## src/hw/rtl/bounded_deque_with_search_delete_unit_macros.svh

```systemverilog
// Assertion macros used by the deque top-level RTL file.
`ifndef BOUNDED_DEQUE_WITH_SEARCH_DELETE_UNIT_MACROS_SVH
`define BOUNDED_DEQUE_WITH_SEARCH_DELETE_UNIT_MACROS_SVH

// The condition holds at every clock edge outside reset.
`define BDQ_ASSERT_ALWAYS(label, cond) \
  label: assert property (@(posedge clk) disable iff (!rst_n) (cond)) \
    else $error("deque check failed: invariant");

// The consequent holds in the same cycle as the antecedent.
`define BDQ_ASSERT_IMP(label, ante, cons) \
  label: assert property (@(posedge clk) disable iff (!rst_n) (ante) |-> (cons)) \
    else $error("deque check failed: same-cycle implication");

// The consequent holds in the cycle after the antecedent.
`define BDQ_ASSERT_NEXT(label, ante, cons) \
  label: assert property (@(posedge clk) disable iff (!rst_n) (ante) |=> (cons)) \
    else $error("deque check failed: next-cycle implication");

`endif

```

## src/hw/rtl/bdqsd_pkg.sv

```systemverilog
// Package with the beat types, codes and defaults of the deque block.
package bdqsd_pkg;

  localparam int DEPTH_DEFAULT = 16;

  typedef enum logic [2:0] {
    OP_PUSH_FRONT = 3'd0,
    OP_PUSH_BACK  = 3'd1,
    OP_POP_FRONT  = 3'd2,
    OP_POP_BACK   = 3'd3,
    OP_LIST       = 3'd4,
    OP_CLEAR      = 3'd5,
    OP_SEARCH     = 3'd6,
    OP_DELETE     = 3'd7
  } opcode_t;

  typedef enum logic [1:0] {
    ST_OK        = 2'd0,
    ST_EMPTY     = 2'd1,
    ST_NOT_FOUND = 2'd2,
    ST_FULL      = 2'd3
  } status_t;

  typedef struct packed {
    opcode_t            opcode;
    logic signed [31:0] value;
  } in_item_t;

  typedef struct packed {
    status_t            status;
    logic signed [31:0] result_value;
    logic               last;
  } out_item_t;

endpackage

```

## src/hw/rtl/bdqsd_ram.sv

```systemverilog
// Entry store: one write port and one read port with registered read data.
module bdqsd_ram
  import bdqsd_pkg::*;
#(
  parameter int DEPTH = DEPTH_DEFAULT,
  localparam int AW = $clog2(DEPTH)
) (
  input  logic          clk,
  input  logic          we,
  input  logic [AW-1:0] waddr,
  input  logic [31:0]   wdata,
  input  logic          re,
  input  logic [AW-1:0] raddr,
  output logic [31:0]   rdata
);

  logic [31:0] mem [DEPTH];

  always_ff @(posedge clk) begin
    if (we) begin
      mem[waddr] <= wdata;
    end
    if (re) begin
      rdata <= mem[raddr];
    end
  end

endmodule

```

## src/hw/rtl/bounded_deque_with_search_delete_unit.sv

```systemverilog
// Top level of the bounded deque with search and delete by value.
//
// The block keeps up to DEPTH signed 32-bit entries in a ring store with a
// front pointer and an entry count. An input beat (in_item: opcode, value)
// is taken when in_valid is high and in_stall is low; in_stall is high
// while an item is being worked on, so one item is in flight at a time.
// Every item yields one or more result beats on out_item, taken when
// out_valid is high and out_stall is low; the last beat of an item has
// last set. Only a list of a non-empty store gives more than one beat.
// A push, a clear or any request on an empty deque needs no read of the
// store; a pop reads one entry, a list reads every entry in turn, a
// search visits entries from the front until it finds a match or reaches
// the last, and a delete also moves each later entry up to close the gap.
// The final result beat turns valid in the cycle the block is ready again.
// Each visited entry uses the store's single read port, whose data is
// registered, and the shared slot adder and comparator for its compare or copy.
// A stalled receiver holds the result register; the block still accepts
// a new item while a result waits, and waits itself before emitting.
// Synchronous reset empties the deque and drops any pending result; the
// store contents are not cleared and are only read once written.
`include "bounded_deque_with_search_delete_unit_macros.svh"

module bounded_deque_with_search_delete_unit
  import bdqsd_pkg::*;
#(
  parameter int DEPTH = DEPTH_DEFAULT
) (
  input  logic      clk,
  input  logic      rst_n,
  input  logic      in_valid,
  output logic      in_stall,
  input  in_item_t  in_item,
  output logic      out_valid,
  input  logic      out_stall,
  output out_item_t out_item
);

  localparam int IW = $clog2(DEPTH);
  localparam int CW = $clog2(DEPTH + 1);
  localparam logic [IW:0]   DEPTH_W = (IW + 1)'(DEPTH);
  localparam logic [IW-1:0] LAST_SLOT = IW'(DEPTH - 1);
  localparam logic [CW-1:0] DEPTH_C = CW'(DEPTH);

  typedef enum logic [2:0] {
    S_IDLE,
    S_RD,
    S_CHK,
    S_SH_RD,
    S_SH_WR,
    S_EMIT
  } state_t;

  state_t             state_r, state_nxt;
  opcode_t            op_r, op_nxt;
  logic [31:0]        key_r, key_nxt;
  logic [CW-1:0]      k_r, k_nxt;
  logic [IW-1:0]      front_r, front_nxt;
  logic [CW-1:0]      count_r, count_nxt;
  status_t            res_status_r, res_status_nxt;
  logic [31:0]        res_value_r, res_value_nxt;
  out_item_t          out_r, out_nxt;
  logic               out_valid_r, out_valid_nxt;

  logic               ram_we;
  logic [IW-1:0]      ram_waddr;
  logic [31:0]        ram_wdata;
  logic               ram_re;
  logic [IW-1:0]      ram_rdata_unused_guard;
  logic [31:0]        ram_rdata;

  // Shared slot unit: ring position of logical index slot_k.
  logic [IW-1:0]      slot_k;
  logic [IW:0]        slot_sum;
  logic [IW-1:0]      slot_addr;
  logic [IW-1:0]      front_dec;
  logic [IW-1:0]      front_inc;
  logic [CW-1:0]      count_m1;
  logic [CW-1:0]      k_p1;
  logic [CW-1:0]      k_p2;
  logic               is_full;
  logic               is_empty;
  logic               k_is_last;
  logic               key_hit;
  logic               out_free;

  assign slot_sum  = {1'b0, front_r} + {1'b0, slot_k};
  assign slot_addr = (slot_sum >= DEPTH_W) ? IW'(slot_sum - DEPTH_W) : slot_sum[IW-1:0];
  assign front_dec = (front_r == '0) ? LAST_SLOT : front_r - 1'b1;
  assign front_inc = (front_r == LAST_SLOT) ? '0 : front_r + 1'b1;
  assign count_m1  = count_r - 1'b1;
  assign k_p1      = k_r + 1'b1;
  assign k_p2      = k_r + CW'(2);
  assign is_full   = (count_r == DEPTH_C);
  assign is_empty  = (count_r == '0);
  assign k_is_last = (k_p1 == count_r);
  assign key_hit   = (ram_rdata == key_r);
  assign out_free  = !out_valid_r || !out_stall;

  assign in_stall  = (state_r != S_IDLE);
  assign out_valid = out_valid_r;
  assign out_item  = out_r;

  // Index fed to the slot unit depends on which step is running.
  always_comb begin
    case (state_r)
      S_IDLE: begin
        case (in_item.opcode)
          OP_PUSH_BACK: slot_k = count_r[IW-1:0];
          OP_POP_BACK:  slot_k = count_m1[IW-1:0];
          default:      slot_k = '0;
        endcase
      end
      S_SH_RD: slot_k = k_p1[IW-1:0];
      default: slot_k = k_r[IW-1:0];
    endcase
  end

  always_comb begin
    state_nxt      = state_r;
    op_nxt         = op_r;
    key_nxt        = key_r;
    k_nxt          = k_r;
    front_nxt      = front_r;
    count_nxt      = count_r;
    res_status_nxt = res_status_r;
    res_value_nxt  = res_value_r;
    out_nxt        = out_r;
    out_valid_nxt  = out_valid_r && out_stall;
    ram_we         = 1'b0;
    ram_waddr      = slot_addr;
    ram_wdata      = ram_rdata;
    ram_re         = 1'b0;

    case (state_r)
      S_IDLE: begin
        if (in_valid) begin
          op_nxt         = in_item.opcode;
          key_nxt        = in_item.value;
          k_nxt          = '0;
          res_status_nxt = ST_OK;
          res_value_nxt  = '0;
          case (in_item.opcode)
            OP_PUSH_FRONT: begin
              state_nxt = S_EMIT;
              if (is_full) begin
                res_status_nxt = ST_FULL;
              end else begin
                ram_we    = 1'b1;
                ram_waddr = front_dec;
                ram_wdata = in_item.value;
                front_nxt = front_dec;
                count_nxt = count_r + 1'b1;
              end
            end
            OP_PUSH_BACK: begin
              state_nxt = S_EMIT;
              if (is_full) begin
                res_status_nxt = ST_FULL;
              end else begin
                ram_we    = 1'b1;
                ram_wdata = in_item.value;
                count_nxt = count_r + 1'b1;
              end
            end
            OP_CLEAR: begin
              state_nxt = S_EMIT;
              count_nxt = '0;
              front_nxt = '0;
            end
            default: begin
              if (is_empty) begin
                res_status_nxt = ST_EMPTY;
                state_nxt      = S_EMIT;
              end else begin
                ram_re    = 1'b1;
                state_nxt = S_CHK;
              end
            end
          endcase
        end
      end

      S_RD: begin
        ram_re    = 1'b1;
        state_nxt = S_CHK;
      end

      S_CHK: begin
        case (op_r)
          OP_POP_FRONT: begin
            res_value_nxt = ram_rdata;
            front_nxt     = front_inc;
            count_nxt     = count_m1;
            state_nxt     = S_EMIT;
          end
          OP_POP_BACK: begin
            res_value_nxt = ram_rdata;
            count_nxt     = count_m1;
            state_nxt     = S_EMIT;
          end
          OP_LIST: begin
            if (out_free) begin
              out_nxt.status       = ST_OK;
              out_nxt.result_value = ram_rdata;
              out_nxt.last         = k_is_last;
              out_valid_nxt        = 1'b1;
              if (k_is_last) begin
                state_nxt = S_IDLE;
              end else begin
                k_nxt     = k_p1;
                state_nxt = S_RD;
              end
            end
          end
          OP_SEARCH, OP_DELETE: begin
            if (key_hit) begin
              res_value_nxt = ram_rdata;
              if (op_r == OP_SEARCH) begin
                state_nxt = S_EMIT;
              end else if (k_is_last) begin
                count_nxt = count_m1;
                state_nxt = S_EMIT;
              end else begin
                state_nxt = S_SH_RD;
              end
            end else if (k_is_last) begin
              res_status_nxt = ST_NOT_FOUND;
              state_nxt      = S_EMIT;
            end else begin
              k_nxt     = k_p1;
              state_nxt = S_RD;
            end
          end
          default: begin
            state_nxt = S_IDLE;
          end
        endcase
      end

      S_SH_RD: begin
        ram_re    = 1'b1;
        state_nxt = S_SH_WR;
      end

      S_SH_WR: begin
        // Entry k+1 was read last cycle; it moves down into slot k.
        ram_we = 1'b1;
        k_nxt  = k_p1;
        if (k_p2 == count_r) begin
          count_nxt = count_m1;
          state_nxt = S_EMIT;
        end else begin
          state_nxt = S_SH_RD;
        end
      end

      S_EMIT: begin
        if (out_free) begin
          out_nxt.status       = res_status_r;
          out_nxt.result_value = res_value_r;
          out_nxt.last         = 1'b1;
          out_valid_nxt        = 1'b1;
          state_nxt            = S_IDLE;
        end
      end

      default: begin
        state_nxt = S_IDLE;
      end
    endcase
  end

  always_ff @(posedge clk) begin
    if (!rst_n) begin
      state_r     <= S_IDLE;
      front_r     <= '0;
      count_r     <= '0;
      out_valid_r <= 1'b0;
    end else begin
      state_r     <= state_nxt;
      front_r     <= front_nxt;
      count_r     <= count_nxt;
      out_valid_r <= out_valid_nxt;
    end
    op_r         <= op_nxt;
    key_r        <= key_nxt;
    k_r          <= k_nxt;
    res_status_r <= res_status_nxt;
    res_value_r  <= res_value_nxt;
    out_r        <= out_nxt;
  end

  assign ram_rdata_unused_guard = slot_addr;

  bdqsd_ram #(
    .DEPTH (DEPTH)
  ) u_ram (
    .clk   (clk),
    .we    (ram_we),
    .waddr (ram_waddr),
    .wdata (ram_wdata),
    .re    (ram_re),
    .raddr (ram_rdata_unused_guard),
    .rdata (ram_rdata)
  );

  `BDQ_ASSERT_ALWAYS(a_count_bound, count_r <= DEPTH_C)
  `BDQ_ASSERT_ALWAYS(a_front_bound, front_r <= LAST_SLOT)
  `BDQ_ASSERT_NEXT(a_accept_busy, in_valid && !in_stall, state_r != S_IDLE)
  `BDQ_ASSERT_IMP(a_error_zero, out_valid_r && out_r.status != ST_OK, out_r.result_value == '0)
  `BDQ_ASSERT_IMP(a_multi_only_list, out_valid_r && !out_r.last, op_r == OP_LIST)

endmodule

```

## config.mk

```make
export PLATFORM = sky130hd
export DESIGN_NAME = bounded_deque_with_search_delete_unit
export DESIGN_NICKNAME = d
export VERILOG_FILES = /design/src/hw/rtl/bdqsd_pkg.sv /design/src/hw/rtl/bdqsd_ram.sv /design/src/hw/rtl/bounded_deque_with_search_delete_unit.sv
export VERILOG_INCLUDE_DIRS = /design/src /design/src/hw/rtl
export SDC_FILE = /design/constraint.sdc
export NUM_CORES = 1
export LEC_CHECK = 0
export ABC_AREA = 0
export BUFFER_PORTS_ARGS = -buffer_cell sky130_fd_sc_hd__buf_2
export CORE_ASPECT_RATIO = 0.7
export CORE_MARGIN = 5
export CORE_UTILIZATION = 23
export CTS_CLUSTER_DIAMETER = 50
export DETAILED_ROUTE_END_ITERATION = 12
export MAX_ROUTING_LAYER = met4
export RECOVER_POWER = 25
export SETUP_SLACK_MARGIN = 0.2
export SLEW_MARGIN = 20
export SYNTH_ARGS = -nofsm -noshare
export SYNTH_HDL_FRONTEND = slang
export SYNTH_SLANG_ARGS = --single-unit
export TNS_END_PERCENT = 50
```

## constraint.sdc

```tcl
create_clock -name clk -period 8.2 [get_ports clk]
set_clock_uncertainty 0.05 [all_clocks]
set_input_delay 1.23 -clock clk [delete_from_list [all_inputs] [get_ports clk]]
set_output_delay 1.23 -clock clk [all_outputs]
set_load 0.03 [all_outputs]
```

==> impl_metrics.csv <==
group,metric,value,unit
detailed_routing,via_per_inst,4.483,
yosys,ys_async_sr_fraction,0,%
power,p_total,13.42,mW
run_status,status,"finished with violations",
sta,rsz0062_at_grt,"no",
setup_path,critical_path_class,"input port to flip-flop",
power,p_leak,9.728,nW
clock_tree,cts_tree,"yes",
clock_tree,clockBufferDepth,3,
yosys,synth.top_cell.area_share,72.96,%
clock_tree,cts-resized-gates,0,
sta,relSlewSlack,-123.6,%
sta,hold_slack,455.3,ps
placement,dp_hpwl,40680,um
yosys,synth_common_cells,"653 x edfxtp_1, 160 x mux4_2, 127 x nand2_1",
floorplanning,fp-row-count,104,
clock_tree,insertion_delay,610,ps
setup_path,path_max_fanout,33,
cells_and_area,final_cell_area,31470,sq um
setup_path,end_kind,"flip-flop",
clock_tree,holdBufCountCts,0,
clock_tree,cts_made_buffers,67,
detailed_routing,drt_wl_total,67530,um
clock_tree,path_clk_slew,60,ps
setup_path,path_buf_inv,4,
setup_path,crit_path_top_delay_cell,"nor4b_1",
clock_tree,cts_setup_buffers,0,
yosys,avgSynthCellArea,19.39,sq um
sta,worst_slack,1514,ps
cells_and_area,final_cells,3081,
floorplanning,start_util,23.26,%
placement,place.gp.congestion,0.8016,
yosys,synth_seq_cells,666,
cells_and_area,layout-drive-gt1-share,22.76,%
hold_path,hp-class,"flip-flop to flip-flop",
detailed_routing,vias,13810,
power,vdd_drop_max,0.4030,mV
global_routing,grt_pass1_vias,13660,
power,power_density,426.4,nW/um^2
sta,final-max-slew-violation-count,175,
cells_and_area,syn2layout_area_growth,17.08,%
detailed_routing,drt_iter0_drc,1407,
global_routing,antenna_found_initial,10,
setup_path,path_cells,"buf_2 > nor4b_1 > clkbuf_1 > nand3_2 > buf_4 > o32ai_1 > nand2b_1 > nor3_2 > buf_4",
global_routing,grtUsageTotal,11.04,%
sta,setup_viol,0,
yosys,synth_top_area_cell,"edfxtp_1",
global_routing,grt_pass1_wl,97390,um
detailed_routing,drt-wirelength-per-cell,21.92,um
floorplanning,die_h,296,um
yosys,synth_area,26880,sq um
setup_path,arrival,6860,ps
yosys,synth_cells,1386,
detailed_routing,drt_first_pass_iters,5,
flow_run,max-cap-violations,6,
yosys,synth_top_flop_cell,"edfxtp_1",
floorplanning,fp.dieW,418.6,um
sta,hold_viol_final,0,
setup_path,crit_family,"simple AND/OR/NAND/NOR gates",
sta,finalCritPeriodShare,81.53,%
cells_and_area,fin_nets,1543,
floorplanning,core_region_area,115600,sq um
clock_tree,cts.sinks,666,
global_routing,grt_max_degree,96,
clock_tree,clockRootBuffer,"clkbuf_16",
setup_path,cpPeakStageDelay,1540,ps
placement,place_area,29350,sq um
yosys,synth_area_leaders,"edfxtp_1 73%, mux4_2 13%, nand2_1 1.8%, mux2_2 1.3%, xor2_1 1.2%",
detailed_routing,ant_nets,0,
yosys,synth_edf_count,653,
global_routing,grt_overflow_total,0,
run_status,violations,"max-capacitance violations, max-slew violations",
floorplanning,dieArea,123900,sq um
placement,dp_slack,1928,ps
placement,port_buffers,75,
yosys,ys_warn_count,0,
clock_tree,htree_levels,3,
setup_path,critPathMostFrequentCell,"buf_4",
yosys,synth_most_common_cell,"edfxtp_1",
detailed_routing,drc,0,
floorplanning,io_pins,76,
sta,final.setup.tns,0,ps
sta,fmax,149.6,MHz
placement,dp.cells,2960,
sta,worst_pin_slew,3355,ps
cells_and_area,utilization,27.23,%
yosys,synthDistinctLibCells,66,
sta,min_period,6686,ps
setup_path,start_kind,"input port",
setup_path,crit_required,8380,ps
yosys,syn_nets,1437,
yosys,seq_area_frac_synth,73.93,%
## cell families (layout without fill, tap and decap cells)
group                      Yosys count  in the layout  share of synthesized area [%]
DFF                                666            666                          73.93
and+or+nand+nor                    287            287                          5.312
muxes                              198            198                          14.97
AOI/OAI and AO/OA                   93             93                          2.370
buffers and inverters               83            239                          1.243
xor gates and xnor gates            47             47                          1.588
adders and majority gates           12             12                         0.5866
other                                0              2                              0
## where the power goes
| part | internal [mW] | switching (mW) |
|---|---|---|
| clock | 1.82 | 1.33 |
| combinational | 2.24 | 2.76 |
| sequential | 4.88 | 0.395 |
| total | 8.94 | 4.48 |
## state kept, by name (all words and copies together), names as in the netlist
register / flops
count_r: 5
front_r: 4
k_r: 5
key_r: 32
op_r: 3
out_item: 35
out_valid: 1
res_status_r: 2
res_value_r: 32
state_r: 3
u_ram.mem: 512
u_ram.rdata: 32
## tightest hold or removal path, stage by stage, from the launching register on
cell      delay, ps
edfxtp_1        320
nand2_1          40
nand2_1          40
## layer usage
metal,up-vias,track usage (%),wire [um]
met5,-,-,0
met4,0,2.654,1423
met3,111,2.364,4863
met2,586,16.15,30260
met1,7301,15.73,30980
li1,5815,-,-
## layout make-up
| cell class | instances | area [sq um] |
|---|---|---|
| clock buffers | 80 | 1768 |
| inverters | 13 | 48.80 |
| diodes | 2 | 5.005 |
| flip-flops and latches | 666 | 19870 |
| well taps | 1537 | 1923 |
| clock inverters | 39 | 469.2 |
| fillers | 11440 | 84090 |
| multi-input cells | 637 | 6827 |
| repair buffers | 107 | 555.5 |
## worst paths after layout
kind                            startpoint  cells after the start  slack [ps]                         end
max                               in_valid                      9        1510  u_ram.mem[4][15]$_DFFE_PP_
min          res_value_r[23]$_SDFFCE_PN0P_                      2         460      out_item[24]$_DFFE_PP_
max reg2reg        state_r[2]$_SDFFE_PN0P_                      8        1520  u_ram.mem[4][15]$_DFFE_PP_
min reg2reg  res_value_r[23]$_SDFFCE_PN0P_                      2         460      out_item[24]$_DFFE_PP_
## placed cells by master, fill, tap and decap left out, types with 4 or more instances in the layout
cell,netlist,final
a21oi_1,21,20
nor3_1,13,7
buf_4,1,23
nor4_1,9,9
ha_1,11,10
mux4_2,160,160
nand4_1,7,7
nor2_1,34,23
clkbuf_1,48,83
inv_1,13,13
nand3b_1,4,4
nand3_1,19,18
mux2i_1,6,6
nand2_1,127,127
and2_1,37,22
mux2_1,0,11
o21a_1,8,7
clkinv_1,0,7
bufinv_16,0,8
a21boi_0,4,4
edfxtp_1,653,653
nor3_2,0,5
inv_6,0,8
clkinv_2,0,7
buf_2,15,9
and2_0,0,15
xor2_1,37,37
mux2_2,32,21
nor2b_1,5,5
a31oi_1,5,5
clkbuf_16,0,69
o211ai_1,4,4
nor2_4,0,12
xnor2_1,9,8
clkinvlp_4,0,5
dfxtp_1,13,13
nand2b_1,11,11
o21ai_0,16,16
Power figures use the tool's default switching activity.
